[config.mk]
export PLATFORM = sky130hd
export DESIGN_NAME = onewire_temp_read_sequencer
export DESIGN_NICKNAME = d
export VERILOG_FILES = /design/src/hw/rtl/owts_pkg.sv /design/src/hw/rtl/onewire_temp_read_sequencer.sv /design/src/hw/rtl/owts_cfg_regs.sv /design/src/hw/rtl/owts_seq.sv
export SDC_FILE = /design/constraint.sdc
export NUM_CORES = 1
export LEC_CHECK = 0
export BUFFER_PORTS_ARGS = -buffer_cell sky130_fd_sc_hd__buf_2
export CAP_MARGIN = 20
export CORE_ASPECT_RATIO = 1.1
export CORE_UTILIZATION = 65
export CTS_CLUSTER_SIZE = 10
export DETAILED_ROUTE_END_ITERATION = 8
export PLACE_DENSITY_LB_ADDON = 0.3
export SETUP_SLACK_MARGIN = 0.4
export SLEW_MARGIN = 10
export SYNTH_ARGS = -nofsm -noshare
export SYNTH_HDL_FRONTEND = slang
export SYNTH_SLANG_ARGS = --single-unit
[constraint.sdc]
create_clock -name clk -period 12.3 [get_ports clk]
set_clock_uncertainty 0.1 [all_clocks]
set_input_delay 2.46 -clock clk [delete_from_list [all_inputs] [get_ports clk]]
set_output_delay 2.46 -clock clk [all_outputs]
set_load 0.02 [all_outputs]
[src/hw/rtl/owts_pkg.sv]
package owts_pkg;

  typedef enum logic [3:0] {
    PH_IDLE, PH_RST_LOW, PH_RST_WAIT, PH_POST, PH_WR_LOW, PH_WR_HOLD, PH_WR_REC,
    PH_CONV, PH_RD_LOW, PH_RD_WAIT, PH_RD_REC, PH_RETRY
  } phase_t;

  typedef enum logic [2:0] {
    REG_RESET_LOW, REG_PRESENCE_WAIT, REG_POST_PRESENCE, REG_WRITE_SLOT,
    REG_READ_SAMPLE, REG_CONV_WAIT, REG_RETRY_LIMIT, REG_RETRY_DELAY
  } reg_index_t;

  localparam logic [1:0] ERR_NONE     = 2'd0;
  localparam logic [1:0] ERR_PRESENCE = 2'd1;
  localparam logic [1:0] ERR_CRC      = 2'd2;

  localparam logic [7:0] WR_LOW_TICKS = 8'd5;
  localparam logic [7:0] WR_REC_TICKS = 8'd2;
  localparam logic [7:0] RD_LOW_TICKS = 8'd3;
  localparam logic [7:0] RD_REC_TICKS = 8'd50;
  localparam logic [7:0] CRC_POLY     = 8'h8c;

  typedef struct packed {
    logic [11:0] reset_low;
    logic [11:0] presence_wait;
    logic [11:0] post_presence;
    logic [7:0]  write_slot;
    logic [7:0]  read_sample;
    logic [19:0] conv_wait;
    logic [2:0]  retry_limit;
    logic [19:0] retry_delay;
  } cfg_t;

  // Command byte for each write position: skip-ROM, convert, skip-ROM, read scratchpad.
  function automatic logic [7:0] cmd_byte(input logic [1:0] idx);
    case (idx)
      2'd0: cmd_byte = 8'hcc;
      2'd1: cmd_byte = 8'h44;
      2'd2: cmd_byte = 8'hcc;
      default: cmd_byte = 8'hbe;
    endcase
  endfunction

  // Reflected CRC-8 over one byte, eight shift steps.
  function automatic logic [7:0] crc8_byte(input logic [7:0] crc, input logic [7:0] data);
    logic [7:0] c;
    c = crc ^ data;
    for (int k = 0; k < 8; k++) begin
      c = c[0] ? ((c >> 1) ^ CRC_POLY) : (c >> 1);
    end
    crc8_byte = c;
  endfunction

endpackage

[src/hw/rtl/onewire_temp_read_sequencer.sv]
// One-wire temperature read sequencer.
// Input channel (in_valid/in_stall): one item per bus tick, action 0 is a
// one-microsecond tick with the sampled line level, action 1 starts a read.
// Output channel (out_valid/out_stall): exactly one result per input item,
// carrying the line drive for that tick, busy and done flags, and the held
// temperature with its valid flag and error code.
// The result of an item is in the output register the cycle after its
// transfer. Throughput is one item per clock; the sequencer state and
// output registers update together in a single pass. When the receiver
// stalls a full output register, the input is stalled in the same cycle
// and nothing advances; the result holds steady. Configuration registers
// must be written through cfg_write/cfg_index/cfg_data while idle; the
// block does not check it. Synchronous reset loads default timings, clears
// the sequencer to idle with no valid temperature, and empties the output.
module onewire_temp_read_sequencer
  import owts_pkg::*;
#(
  parameter int SCRATCH_BYTES = 9,
  parameter int TICK_WIDTH    = 20
) (
  input  logic        clk,
  input  logic        rst,
  input  logic        cfg_write,
  input  logic [2:0]  cfg_index,
  input  logic [19:0] cfg_data,
  input  logic        in_valid,
  output logic        in_stall,
  input  logic        action,
  input  logic        line_level,
  output logic        out_valid,
  input  logic        out_stall,
  output logic        line_release,
  output logic        busy_res,
  output logic        done_res,
  output logic        temp_valid,
  output logic signed [11:0] temperature,
  output logic [1:0]  error_code
);

  cfg_t        cfg;
  logic        step;
  logic [11:0] temp_bits;

  owts_cfg_regs u_cfg (
    .clk, .rst, .cfg_write, .cfg_index, .cfg_data, .cfg
  );

  // Output register drains or is empty: accept the next tick.
  assign in_stall = out_valid & out_stall;
  assign step     = in_valid & ~in_stall;

  always_ff @(posedge clk) begin
    if (rst) begin
      out_valid <= 1'b0;
    end else if (!in_stall) begin
      out_valid <= in_valid;
    end
  end

  owts_seq #(.SCRATCH_BYTES(SCRATCH_BYTES), .TICK_WIDTH(TICK_WIDTH)) u_seq (
    .clk, .rst, .cfg, .step, .action, .line_level,
    .line_release, .busy_res, .done_res, .temp_valid,
    .temperature(temp_bits), .error_code
  );

  assign temperature = $signed(temp_bits);

endmodule

[src/hw/rtl/owts_cfg_regs.sv]
module owts_cfg_regs
  import owts_pkg::*;
(
  input  logic        clk,
  input  logic        rst,
  input  logic        cfg_write,
  input  logic [2:0]  cfg_index,
  input  logic [19:0] cfg_data,
  output cfg_t        cfg
);

  // Register file of timing and retry settings.
  always_ff @(posedge clk) begin
    if (rst) begin
      cfg.reset_low     <= 12'd500;
      cfg.presence_wait <= 12'd100;
      cfg.post_presence <= 12'd100;
      cfg.write_slot    <= 8'd55;
      cfg.read_sample   <= 8'd5;
      cfg.conv_wait     <= 20'd750000;
      cfg.retry_limit   <= 3'd3;
      cfg.retry_delay   <= 20'd500000;
    end else if (cfg_write) begin
      unique case (reg_index_t'(cfg_index))
        REG_RESET_LOW:     cfg.reset_low     <= cfg_data[11:0];
        REG_PRESENCE_WAIT: cfg.presence_wait <= cfg_data[11:0];
        REG_POST_PRESENCE: cfg.post_presence <= cfg_data[11:0];
        REG_WRITE_SLOT:    cfg.write_slot    <= cfg_data[7:0];
        REG_READ_SAMPLE:   cfg.read_sample   <= cfg_data[7:0];
        REG_CONV_WAIT:     cfg.conv_wait     <= cfg_data[19:0];
        REG_RETRY_LIMIT:   cfg.retry_limit   <= cfg_data[2:0];
        REG_RETRY_DELAY:   cfg.retry_delay   <= cfg_data[19:0];
        default: ;
      endcase
    end
  end

endmodule

[src/hw/rtl/owts_seq.sv]
module owts_seq
  import owts_pkg::*;
#(
  parameter int SCRATCH_BYTES = 9,
  parameter int TICK_WIDTH    = 20
) (
  input  logic        clk,
  input  logic        rst,
  input  cfg_t        cfg,
  input  logic        step,
  input  logic        action,
  input  logic        line_level,
  output logic        line_release,
  output logic        busy_res,
  output logic        done_res,
  output logic        temp_valid,
  output logic [11:0] temperature,
  output logic [1:0]  error_code
);

  localparam logic [TICK_WIDTH-1:0] TICK_MAX = '1;
  localparam logic [3:0] LAST_BYTE = 4'(SCRATCH_BYTES);

  phase_t                phase, phase_next;
  logic [TICK_WIDTH-1:0] tick_count, tick_count_next;
  logic [2:0]            bit_index, bit_index_next;
  logic [3:0]            byte_index, byte_index_next;
  logic [7:0]            shift_byte, shift_byte_next;
  logic [7:0]            crc_accum, crc_accum_next;
  logic [15:0]           raw_word, raw_word_next;
  logic [2:0]            attempts_used, attempts_used_next;
  logic [11:0]           held_temperature, held_temperature_next;
  logic                  held_valid, held_valid_next;
  logic [1:0]            held_error, held_error_next;
  logic                  release_next, done_next;

  logic [23:0]           limit_raw;
  logic [TICK_WIDTH-1:0] limit, tick_inc;
  logic                  over;
  logic [2:0]            bit_inc;
  logic [3:0]            byte_inc;
  logic [2:0]            att_inc, lim_eff;
  logic [7:0]            crc_new, rd_shift;
  logic [15:0]           word_new;

  // Duration of the current phase, clipped to the counter and at least one.
  always_comb begin
    case (phase)
      PH_RST_LOW:  limit_raw = 24'(cfg.reset_low);
      PH_RST_WAIT: limit_raw = 24'(cfg.presence_wait);
      PH_POST:     limit_raw = 24'(cfg.post_presence);
      PH_WR_LOW:   limit_raw = 24'(WR_LOW_TICKS);
      PH_WR_HOLD:  limit_raw = 24'(cfg.write_slot);
      PH_WR_REC:   limit_raw = 24'(WR_REC_TICKS);
      PH_CONV:     limit_raw = 24'(cfg.conv_wait);
      PH_RD_LOW:   limit_raw = 24'(RD_LOW_TICKS);
      PH_RD_WAIT:  limit_raw = 24'(cfg.read_sample);
      PH_RD_REC:   limit_raw = 24'(RD_REC_TICKS);
      PH_RETRY:    limit_raw = 24'(cfg.retry_delay);
      default:     limit_raw = 24'd1;
    endcase
    if (limit_raw > 24'(TICK_MAX)) limit = TICK_MAX;
    else                           limit = limit_raw[TICK_WIDTH-1:0];
    if (limit == '0) limit = {{(TICK_WIDTH-1){1'b0}}, 1'b1};
    tick_inc = tick_count + 1'b1;
    over     = (tick_inc >= limit);
    bit_inc  = bit_index + 3'd1;
    byte_inc = byte_index + 4'd1;
    att_inc  = attempts_used + 3'd1;
    lim_eff  = (cfg.retry_limit == 3'd0) ? 3'd1 : cfg.retry_limit;
    rd_shift = {line_level, shift_byte[7:1]};
    crc_new  = crc8_byte(crc_accum, shift_byte);
    word_new = raw_word;
    if (byte_index == 4'd0) word_new[7:0]  = shift_byte;
    if (byte_index == 4'd1) word_new[15:8] = shift_byte;
  end

  // Next-state logic for one bus tick or command.
  always_comb begin
    phase_next            = phase;
    tick_count_next       = tick_count;
    bit_index_next        = bit_index;
    byte_index_next       = byte_index;
    shift_byte_next       = shift_byte;
    crc_accum_next        = crc_accum;
    raw_word_next         = raw_word;
    attempts_used_next    = attempts_used;
    held_temperature_next = held_temperature;
    held_valid_next       = held_valid;
    held_error_next       = held_error;
    release_next          = 1'b1;
    done_next             = 1'b0;
    if (action) begin
      if (phase == PH_IDLE) begin
        attempts_used_next = '0;
        byte_index_next    = '0;
        phase_next         = PH_RST_LOW;
        tick_count_next    = '0;
      end
    end else if (phase != PH_IDLE) begin
      tick_count_next = over ? '0 : tick_inc;
      unique case (phase)
        PH_RST_LOW: begin
          release_next = 1'b0;
          if (over) phase_next = PH_RST_WAIT;
        end
        PH_RST_WAIT: begin
          if (over) begin
            if (line_level) begin
              // Missing presence pulse.
              attempts_used_next = att_inc;
              if (att_inc >= lim_eff) begin
                held_valid_next = 1'b0;
                held_error_next = ERR_PRESENCE;
                phase_next      = PH_IDLE;
                done_next       = 1'b1;
              end else if (cfg.retry_delay == '0) begin
                byte_index_next = '0;
                phase_next      = PH_RST_LOW;
              end else begin
                phase_next = PH_RETRY;
              end
            end else if (cfg.post_presence == '0) begin
              bit_index_next  = '0;
              shift_byte_next = cmd_byte(byte_index[1:0]);
              phase_next      = PH_WR_LOW;
            end else begin
              phase_next = PH_POST;
            end
          end
        end
        PH_POST: begin
          if (over) begin
            bit_index_next  = '0;
            shift_byte_next = cmd_byte(byte_index[1:0]);
            phase_next      = PH_WR_LOW;
          end
        end
        PH_WR_LOW: begin
          release_next = 1'b0;
          if (over) phase_next = PH_WR_HOLD;
        end
        PH_WR_HOLD: begin
          release_next = shift_byte[0];
          if (over) phase_next = PH_WR_REC;
        end
        PH_WR_REC: begin
          if (over) begin
            shift_byte_next = shift_byte >> 1;
            bit_index_next  = bit_inc;
            if (bit_inc != 3'd0) begin
              phase_next = PH_WR_LOW;
            end else begin
              byte_index_next = byte_inc;
              if (byte_inc == 4'd2) begin
                phase_next = PH_CONV;
              end else if (byte_inc >= 4'd4) begin
                byte_index_next = '0;
                bit_index_next  = '0;
                shift_byte_next = '0;
                crc_accum_next  = '0;
                phase_next      = PH_RD_LOW;
              end else begin
                bit_index_next  = '0;
                shift_byte_next = cmd_byte(byte_inc[1:0]);
                phase_next      = PH_WR_LOW;
              end
            end
          end
        end
        PH_CONV: begin
          if (over) phase_next = PH_RST_LOW;
        end
        PH_RD_LOW: begin
          release_next = 1'b0;
          if (over) phase_next = PH_RD_WAIT;
        end
        PH_RD_WAIT: begin
          if (over) begin
            shift_byte_next = rd_shift;
            phase_next      = PH_RD_REC;
          end
        end
        PH_RD_REC: begin
          if (over) begin
            bit_index_next = bit_inc;
            if (bit_inc != 3'd0) begin
              phase_next = PH_RD_LOW;
            end else begin
              // End of a byte: fold into the CRC and capture the reading.
              crc_accum_next  = crc_new;
              raw_word_next   = word_new;
              byte_index_next = byte_inc;
              if (byte_inc >= LAST_BYTE) begin
                if (crc_new == 8'd0) begin
                  if ($signed(word_new) > 16'sd2047)
                    held_temperature_next = 12'h7ff;
                  else if ($signed(word_new) < -16'sd2048)
                    held_temperature_next = 12'h800;
                  else
                    held_temperature_next = word_new[11:0];
                  held_valid_next = 1'b1;
                  held_error_next = ERR_NONE;
                  phase_next      = PH_IDLE;
                  done_next       = 1'b1;
                end else begin
                  attempts_used_next = att_inc;
                  if (att_inc >= lim_eff) begin
                    held_valid_next = 1'b0;
                    held_error_next = ERR_CRC;
                    phase_next      = PH_IDLE;
                    done_next       = 1'b1;
                  end else if (cfg.retry_delay == '0) begin
                    byte_index_next = '0;
                    phase_next      = PH_RST_LOW;
                  end else begin
                    phase_next = PH_RETRY;
                  end
                end
              end else begin
                bit_index_next = '0;
                phase_next     = PH_RD_LOW;
              end
            end
          end
        end
        PH_RETRY: begin
          if (over) begin
            byte_index_next = '0;
            phase_next      = PH_RST_LOW;
          end
        end
        default: phase_next = PH_IDLE;
      endcase
    end
  end

  // State and result registers advance once per accepted item.
  always_ff @(posedge clk) begin
    if (rst) begin
      phase            <= PH_IDLE;
      tick_count       <= '0;
      bit_index        <= '0;
      byte_index       <= '0;
      shift_byte       <= '0;
      crc_accum        <= '0;
      raw_word         <= '0;
      attempts_used    <= '0;
      held_temperature <= '0;
      held_valid       <= 1'b0;
      held_error       <= ERR_NONE;
      line_release     <= 1'b1;
      done_res         <= 1'b0;
    end else if (step) begin
      phase            <= phase_next;
      tick_count       <= tick_count_next;
      bit_index        <= bit_index_next;
      byte_index       <= byte_index_next;
      shift_byte       <= shift_byte_next;
      crc_accum        <= crc_accum_next;
      raw_word         <= raw_word_next;
      attempts_used    <= attempts_used_next;
      held_temperature <= held_temperature_next;
      held_valid       <= held_valid_next;
      held_error       <= held_error_next;
      line_release     <= release_next;
      done_res         <= done_next;
    end
  end

  assign busy_res    = (phase != PH_IDLE);
  assign temp_valid  = held_valid;
  assign temperature = held_temperature;
  assign error_code  = held_error;

endmodule

### After elaboration in Yosys (flattened, before gate mapping)

Cells that the tools add are included.

* bits in registers: 179
* bits in latches: 0
* memory bits (writable): 0
* memory bits (read-only): 0
* input bits: 30
* output and inout port bits: 20
* logic and storage cells: 280
* memories kept: 0

* add/subtract/negate cells: 4
* multipliers: 0
* divide/modulo/power cells: 0
* order comparisons: 7
* equal/unequal tests: 58
* shifts and indexed selects: 0
* multiplexer cells: 133
* bitwise logic cells: 14
* reductions and logical operators: 42

Operator list (count)
* $pmux W20 S11: 1
* $mux W8: 25
* $mux W4: 40
* $mux W20: 6
* $mux W3: 21
* $pmux W8 S2: 3
* $logic_not A20 Y1: 2
* $pmux W4 S10: 1
* $reduce_and A10 Y1: 4
* $ne A3 B2 Y1 const B: 12
* $pmux W8 S4: 1
* $reduce_and A13 Y1: 2
* $mux W12: 2
* $not A2 Y3: 8
* $add A20 B1 Y20 const B: 1
* $ge A20 B20 Y1: 1
* $gt A20 B20 Y1 const B: 1
* $ne A2 B1 Y1 const B: 10
* $mux W1: 18
* $eq A4 B3 Y1 const B: 4
* $eq A4 B4 Y1 const B: 4
* $gt A16 B12 Y1 const B: 1
* $lt A16 B12 Y1 const B: 1
* $mux W2: 8
* 40 further kinds: 81

### Depth between registers and ports, before layout

* depth after elaboration: 25
* gate-level depth with buffers: 22
* depth with buffers taken out: 17

### Modules after synthesis

From an unflattened synthesis, not the netlist that was laid out.

* cells, all modules: 1164
* area total of the unflattened synthesis: 10151.0 um^2

By module, submodules not included
* owts_seq: instances 1, cells each 797, area an instance 6308.6 um^2, seq. area each 1661.6 um^2
* owts_cfg_regs: instances 1, cells each 362, area an instance 3796.1 um^2, seq. area each 1901.8 um^2
* onewire_temp_read_sequencer: instances 1, cells each 5, area an instance 46.3 um^2, seq. area each 20.0 um^2

### Least setup slack after synthesis

No wires, ideal clock.

* path kind: input-to-output
* from: input port out_stall
* to: output port in_stall
* arrival: 2687 ps
* required time: 9740 ps
* slack: 7053 ps
* stages: 2
* path buffers: 0
* cells stage by stage: nand2_1 inv_1

* cells in the longest elaborated chain, start to end: 1

RTL lines
* start, declared: line onewire_temp_read_sequencer.sv:31 `input logic out_stall,`
* $and A1 B1 Y1: line onewire_temp_read_sequencer.sv:49 `assign in_stall = out_valid & out_stall;`
* end, declared: line onewire_temp_read_sequencer.sv:27 `output logic in_stall,`

No other way between the ends.

### Final worst setup path

* from: register u_seq.phase[3]
* to: register u_seq.shift_byte[5]

* cells in the longest elaborated chain, start to end: 9
* elaborated cells between the ends (all ways): 27
* classes of those cells: order compare (2); eq/ne (17); mux (4); reduce/logical (4)

RTL lines
* start, declared: line owts_seq.sv:24 `phase_t phase, phase_next;`
* start signal, assigned: line owts_seq.sv:255 `phase <= phase_next;`
* $eq A4 B4 Y1, or another cell as far along: line owts_seq.sv:48 `case (phase)`
* $pmux W20 S11: line owts_seq.sv:48
* $gt A20 B20 Y1: line owts_seq.sv:62 `if (limit_raw > 24'(TICK_MAX)) limit = TICK_MAX;`
* $mux W20: line owts_seq.sv:62
* $logic_not A20 Y1: line owts_seq.sv:64 `if (limit == '0) limit = {{(TICK_WIDTH-1){1'b0}}, 1'b1};`
* $mux W20: line owts_seq.sv:64
* $ge A20 B20 Y1: line owts_seq.sv:66 `over = (tick_inc >= limit);`
* $ne A2 B1 Y1 (no line)
* $reduce_and A10 Y1 (no line)
* end signal, assigned: line owts_seq.sv:259 `shift_byte <= shift_byte_next;`
* end, declared: line owts_seq.sv:28 `logic [7:0] shift_byte, shift_byte_next;`

Parallel ways exist; a longest one is shown, timed or not.
A chain may end at the register's enable or synchronous reset.

==> results.py <==
metrics = {
    "clocking": {
        "cts_made_buffers": 17,
        "clock_sinks": 179,
        "h-tree-depth": 4,
        "postCtsHoldBufs": 0,
        "cts_setup_buffers": 0,
        "path_clk_slew_ns": 0.07,
        "cts-root-buf": "clkbuf_16",
        "cts_resized": 0,
        "clockBufferDepth": 2,
        "clk_latency_ns": 0.44,
        "cts_tree": "done",
    },
    "setup_path": {
        "arrival_ns": 5.92,
        "reg2reg_from": "u_seq.phase[3]",
        "cp-start-kind": "flip-flop",
        "crit_fanout": 18,
        "cpMaxStageDelayCell": "o311ai_1",
        "reg2reg_depth": 17,
        "cp-startpoint": "u_seq.phase[3]",
        "crit_chain": "inv_1, ha_1, and3_1, a22oi_1, or2_1, nand2_1, or4_1, or4_1, o2111ai_1, ha_1, nand2b_1, a2111oi_0, o31ai_1, o311ai_1, a2111o_1, nor2_1, a211oi_1",
        "crit_required_ns": 12.54,
        "endpoint_kind": "flip-flop",
        "critPathKind": "reg2reg",
        "cp_slowest_stage_delay_ns": 0.71,
    },
    "final_layout": {
        "area_growth_pct": 8.55,
        "fin_cells": 1454,
        "layout_commonest_cell": "nand2_1",
        "final_nets": 1318,
        "fin_area_mm2": 0.0105,
        "drive_gt1_share_pct": 10.5,
        "fillers": 1149,
        "final_cell_mix": "299 x nand2_1, 179 x dfxtp_1, 107 x a21oi_1, 74 x nand3_1, 50 x nor2_1",
        "diodes": 0,
    },
    "pwr": {
        "switching_share_pct": 24.7,
        "peakVddDrop_mv": 0.0987,
        "powerDensity_mw_per_mm2": 115,
        "power.switching_w": 0.000297,
        "seq_power_share_pct": 49.5,
        "pwr-share-comb_pct": 5.5,
        "power.internal_w": 0.000907,
        "power.total_w": 0.00120,
        "pwr-share-clk_pct": 45.0,
        "leakagePower_nw": 4.13,
    },
    "floorplanning": {
        "dieArea_mm2": 0.0154,
        "row_count": 46,
        "die_x_um": 118,
        "io_pins": 50,
        "chipHeight_um": 130,
        "start_util_pct": 66.7,
        "coreArea_mm2": 0.0145,
    },
    "global_route": {
        "grt_pass1_vias": 8713,
        "grt.total_usage_pct": 35.2,
        "antenna_found_initial": 0,
        "grt_max_degree": 86,
        "grt_overflow": 0,
        "grt_first_pass_wirelength_um": 43100,
    },
    "hold_path": {
        "min_path_type": "reg2reg",
        "worstHoldStart": "u_cfg.cfg[71]",
        "hold_path_depth": 2,
    },
    "yosys": {
        "synth-seq-cells": 179,
        "netlist_instances": 1254,
        "synth_ff_type": "dfxtp_1",
        "syn_area_per_cell_um2": 7.72,
        "ys_async_sr_fraction_pct": 0,
        "netlist_area_mm2": 0.00968,
        "seq_area_frac_synth_pct": 37.0,
        "synth_edf_count": 0,
        "synthesis.nets": 1323,
        "synth_cell_types": 69,
        "yosysWarnings": 0,
    },
    "route": {
        "first_iter_violations": 911,
        "dr_total_vias": 9247,
        "firstDrtPassIters": 6,
        "routed_wl_um": 26300,
        "ant_nets": 0,
        "drc": 0,
        "viasPerCell": 6.36,
        "wire_per_inst_um": 18.1,
    },
    "placement": {
        "place_hpwl_um": 18300,
        "dp.cells": 1421,
        "portBuffers": 49,
        "post_dp_cell_area_mm2": 0.00991,
        "routabilityCongestion": 0.940,
    },
    "outcome": {
        "status": "complete, no violations",
    },
    "timing": {
        "finalCritPeriodShare_pct": 46.1,
        "tns_ns": 0,
        "period_minus_slack_ns": 5.68,
        "whs_ns": 0.357,
        "slew_headroom_pct": 33.8,
        "final_max_slew_viol_count": 0,
        "max_freq_ghz": 0.176,
        "rsz0062_at_grt": "no",
        "tightest_slew_ns": 0.992,
        "setup_violations": 0,
        "hold_viol_final": 0,
    },
    "run": {
        "cap_violations": 0,
    },
}
## cell usage after synthesis (12+ instances only)
| cell | count | area [um^2] |
|---|---|---|
| xnor2_1 | 20 | 175 |
| and3_1 | 15 | 93.8 |
| o21ai_1 | 14 | 70.1 |
| nor2_1 | 52 | 195 |
| nand3_1 | 74 | 370 |
| and2_1 | 12 | 75.1 |
| dfxtp_1 | 179 | 3580 |
| a22oi_1 | 34 | 255 |
| inv_1 | 21 | 78.8 |
| or3_1 | 13 | 81.3 |
| a21o_1 | 19 | 143 |
| a21oi_1 | 107 | 536 |
| mux2i_1 | 35 | 350 |
| o21ai_0 | 34 | 170 |
| ha_1 | 39 | 488 |
| nor3_1 | 13 | 65.1 |
| nand2_1 | 299 | 1120 |
| clkbuf_1 | 70 | 263 |
| nor4_1 | 18 | 113 |
| xor2_1 | 15 | 131 |
| or2_2 | 22 | 138 |
## power by group through the flow
stage | Combinational [W] | Sequential, W | Clock [W]
2_1_floorplan | 0.0000432 | 0.000606 | 0
3_3_place_gp | 0.0000629 | 0.000609 | 0
3_5_place_dp | 0.0000641 | 0.000609 | 0
4_1_cts | 0.0000644 | 0.000596 | 0.000544
5_1_grt | 0.0000719 | 0.000597 | 0.000565
6_report | 0.0000658 | 0.000596 | 0.000542
## cell families (layout without fill, tap and decap cells)
family / Yosys count / in the layout / share of synthesized area [%]
and+or+nand+nor: 569 / 569 / 27.1
buffers and inverters: 103 / 111 / 4.10
adders and majority gates: 39 / 39 / 5.04
xor gates and xnor gates: 37 / 37 / 3.50
DFF: 179 / 179 / 37.0
muxes: 42 / 42 / 4.44
AOI/OAI and AO/OA: 285 / 285 / 18.7
## registers in the layout (all words and copies together), names as in the netlist
signal / count
u_seq.line_release: 1
u_seq.temp_valid: 1
u_seq.attempts_used: 3
u_seq.crc_accum: 8
u_seq.tick_count: 20
u_seq.done_res: 1
u_seq.temperature: 12
u_seq.shift_byte: 8
u_seq.raw_word: 16
u_cfg.cfg: 95
out_valid: 1
u_seq.error_code: 2
u_seq.byte_index: 4
u_seq.phase: 4
u_seq.bit_index: 3
## area by class of cell
type	instances	area, um^2	share of cell area [%]
Clock buffer	20	467	4.44
Inverter	21	78.8	0.751
Multi-Input combinational cell	972	5700	54.3
Clock inverter	12	120	1.14
Sequential cell	179	3580	34.1
Tap cell	192	240	2.29
Timing Repair Buffer	58	313	2.98
## layer usage
layer / share of wire [%] / global-route usage, %
met1: 41 / 43.4
met2: 48 / 60.2
met3: 7.6 / 5.46
met4: 4.1 / 17.9
met5: 0 / 0
## path summary, 6_finish.rpt
kind                                       endpoint  slack [ns]
worst max-delay path            u_seq.shift_byte[5]        6.62
worst min-delay path                  u_cfg.cfg[71]        0.36
worst max register to register  u_seq.shift_byte[5]        6.62
worst min register to register        u_cfg.cfg[71]        0.36
## critical path, delay by kind of cell (launching register included)
kind | cells | cell delay [ns]
adder cells (fa/ha/maj) | 2 | 0.65
buffers and inverters | 1 | 0.07
flip-flops | 1 | 0.36
AO/OA/AOI/OAI | 7 | 2.38
AND/OR/NAND/NOR | 7 | 2.00
## through the flow
step / worst slack [ns] / util (%)
floorplan: 7.05 / -
global placement: 6.90 / 68.3
detailed placement: 6.74 / 68.3
CTS: 6.72 / 72.4
global route: 6.26 / 72.4
finish: 6.62 / 72.4
Power figures use the tool's default switching activity.
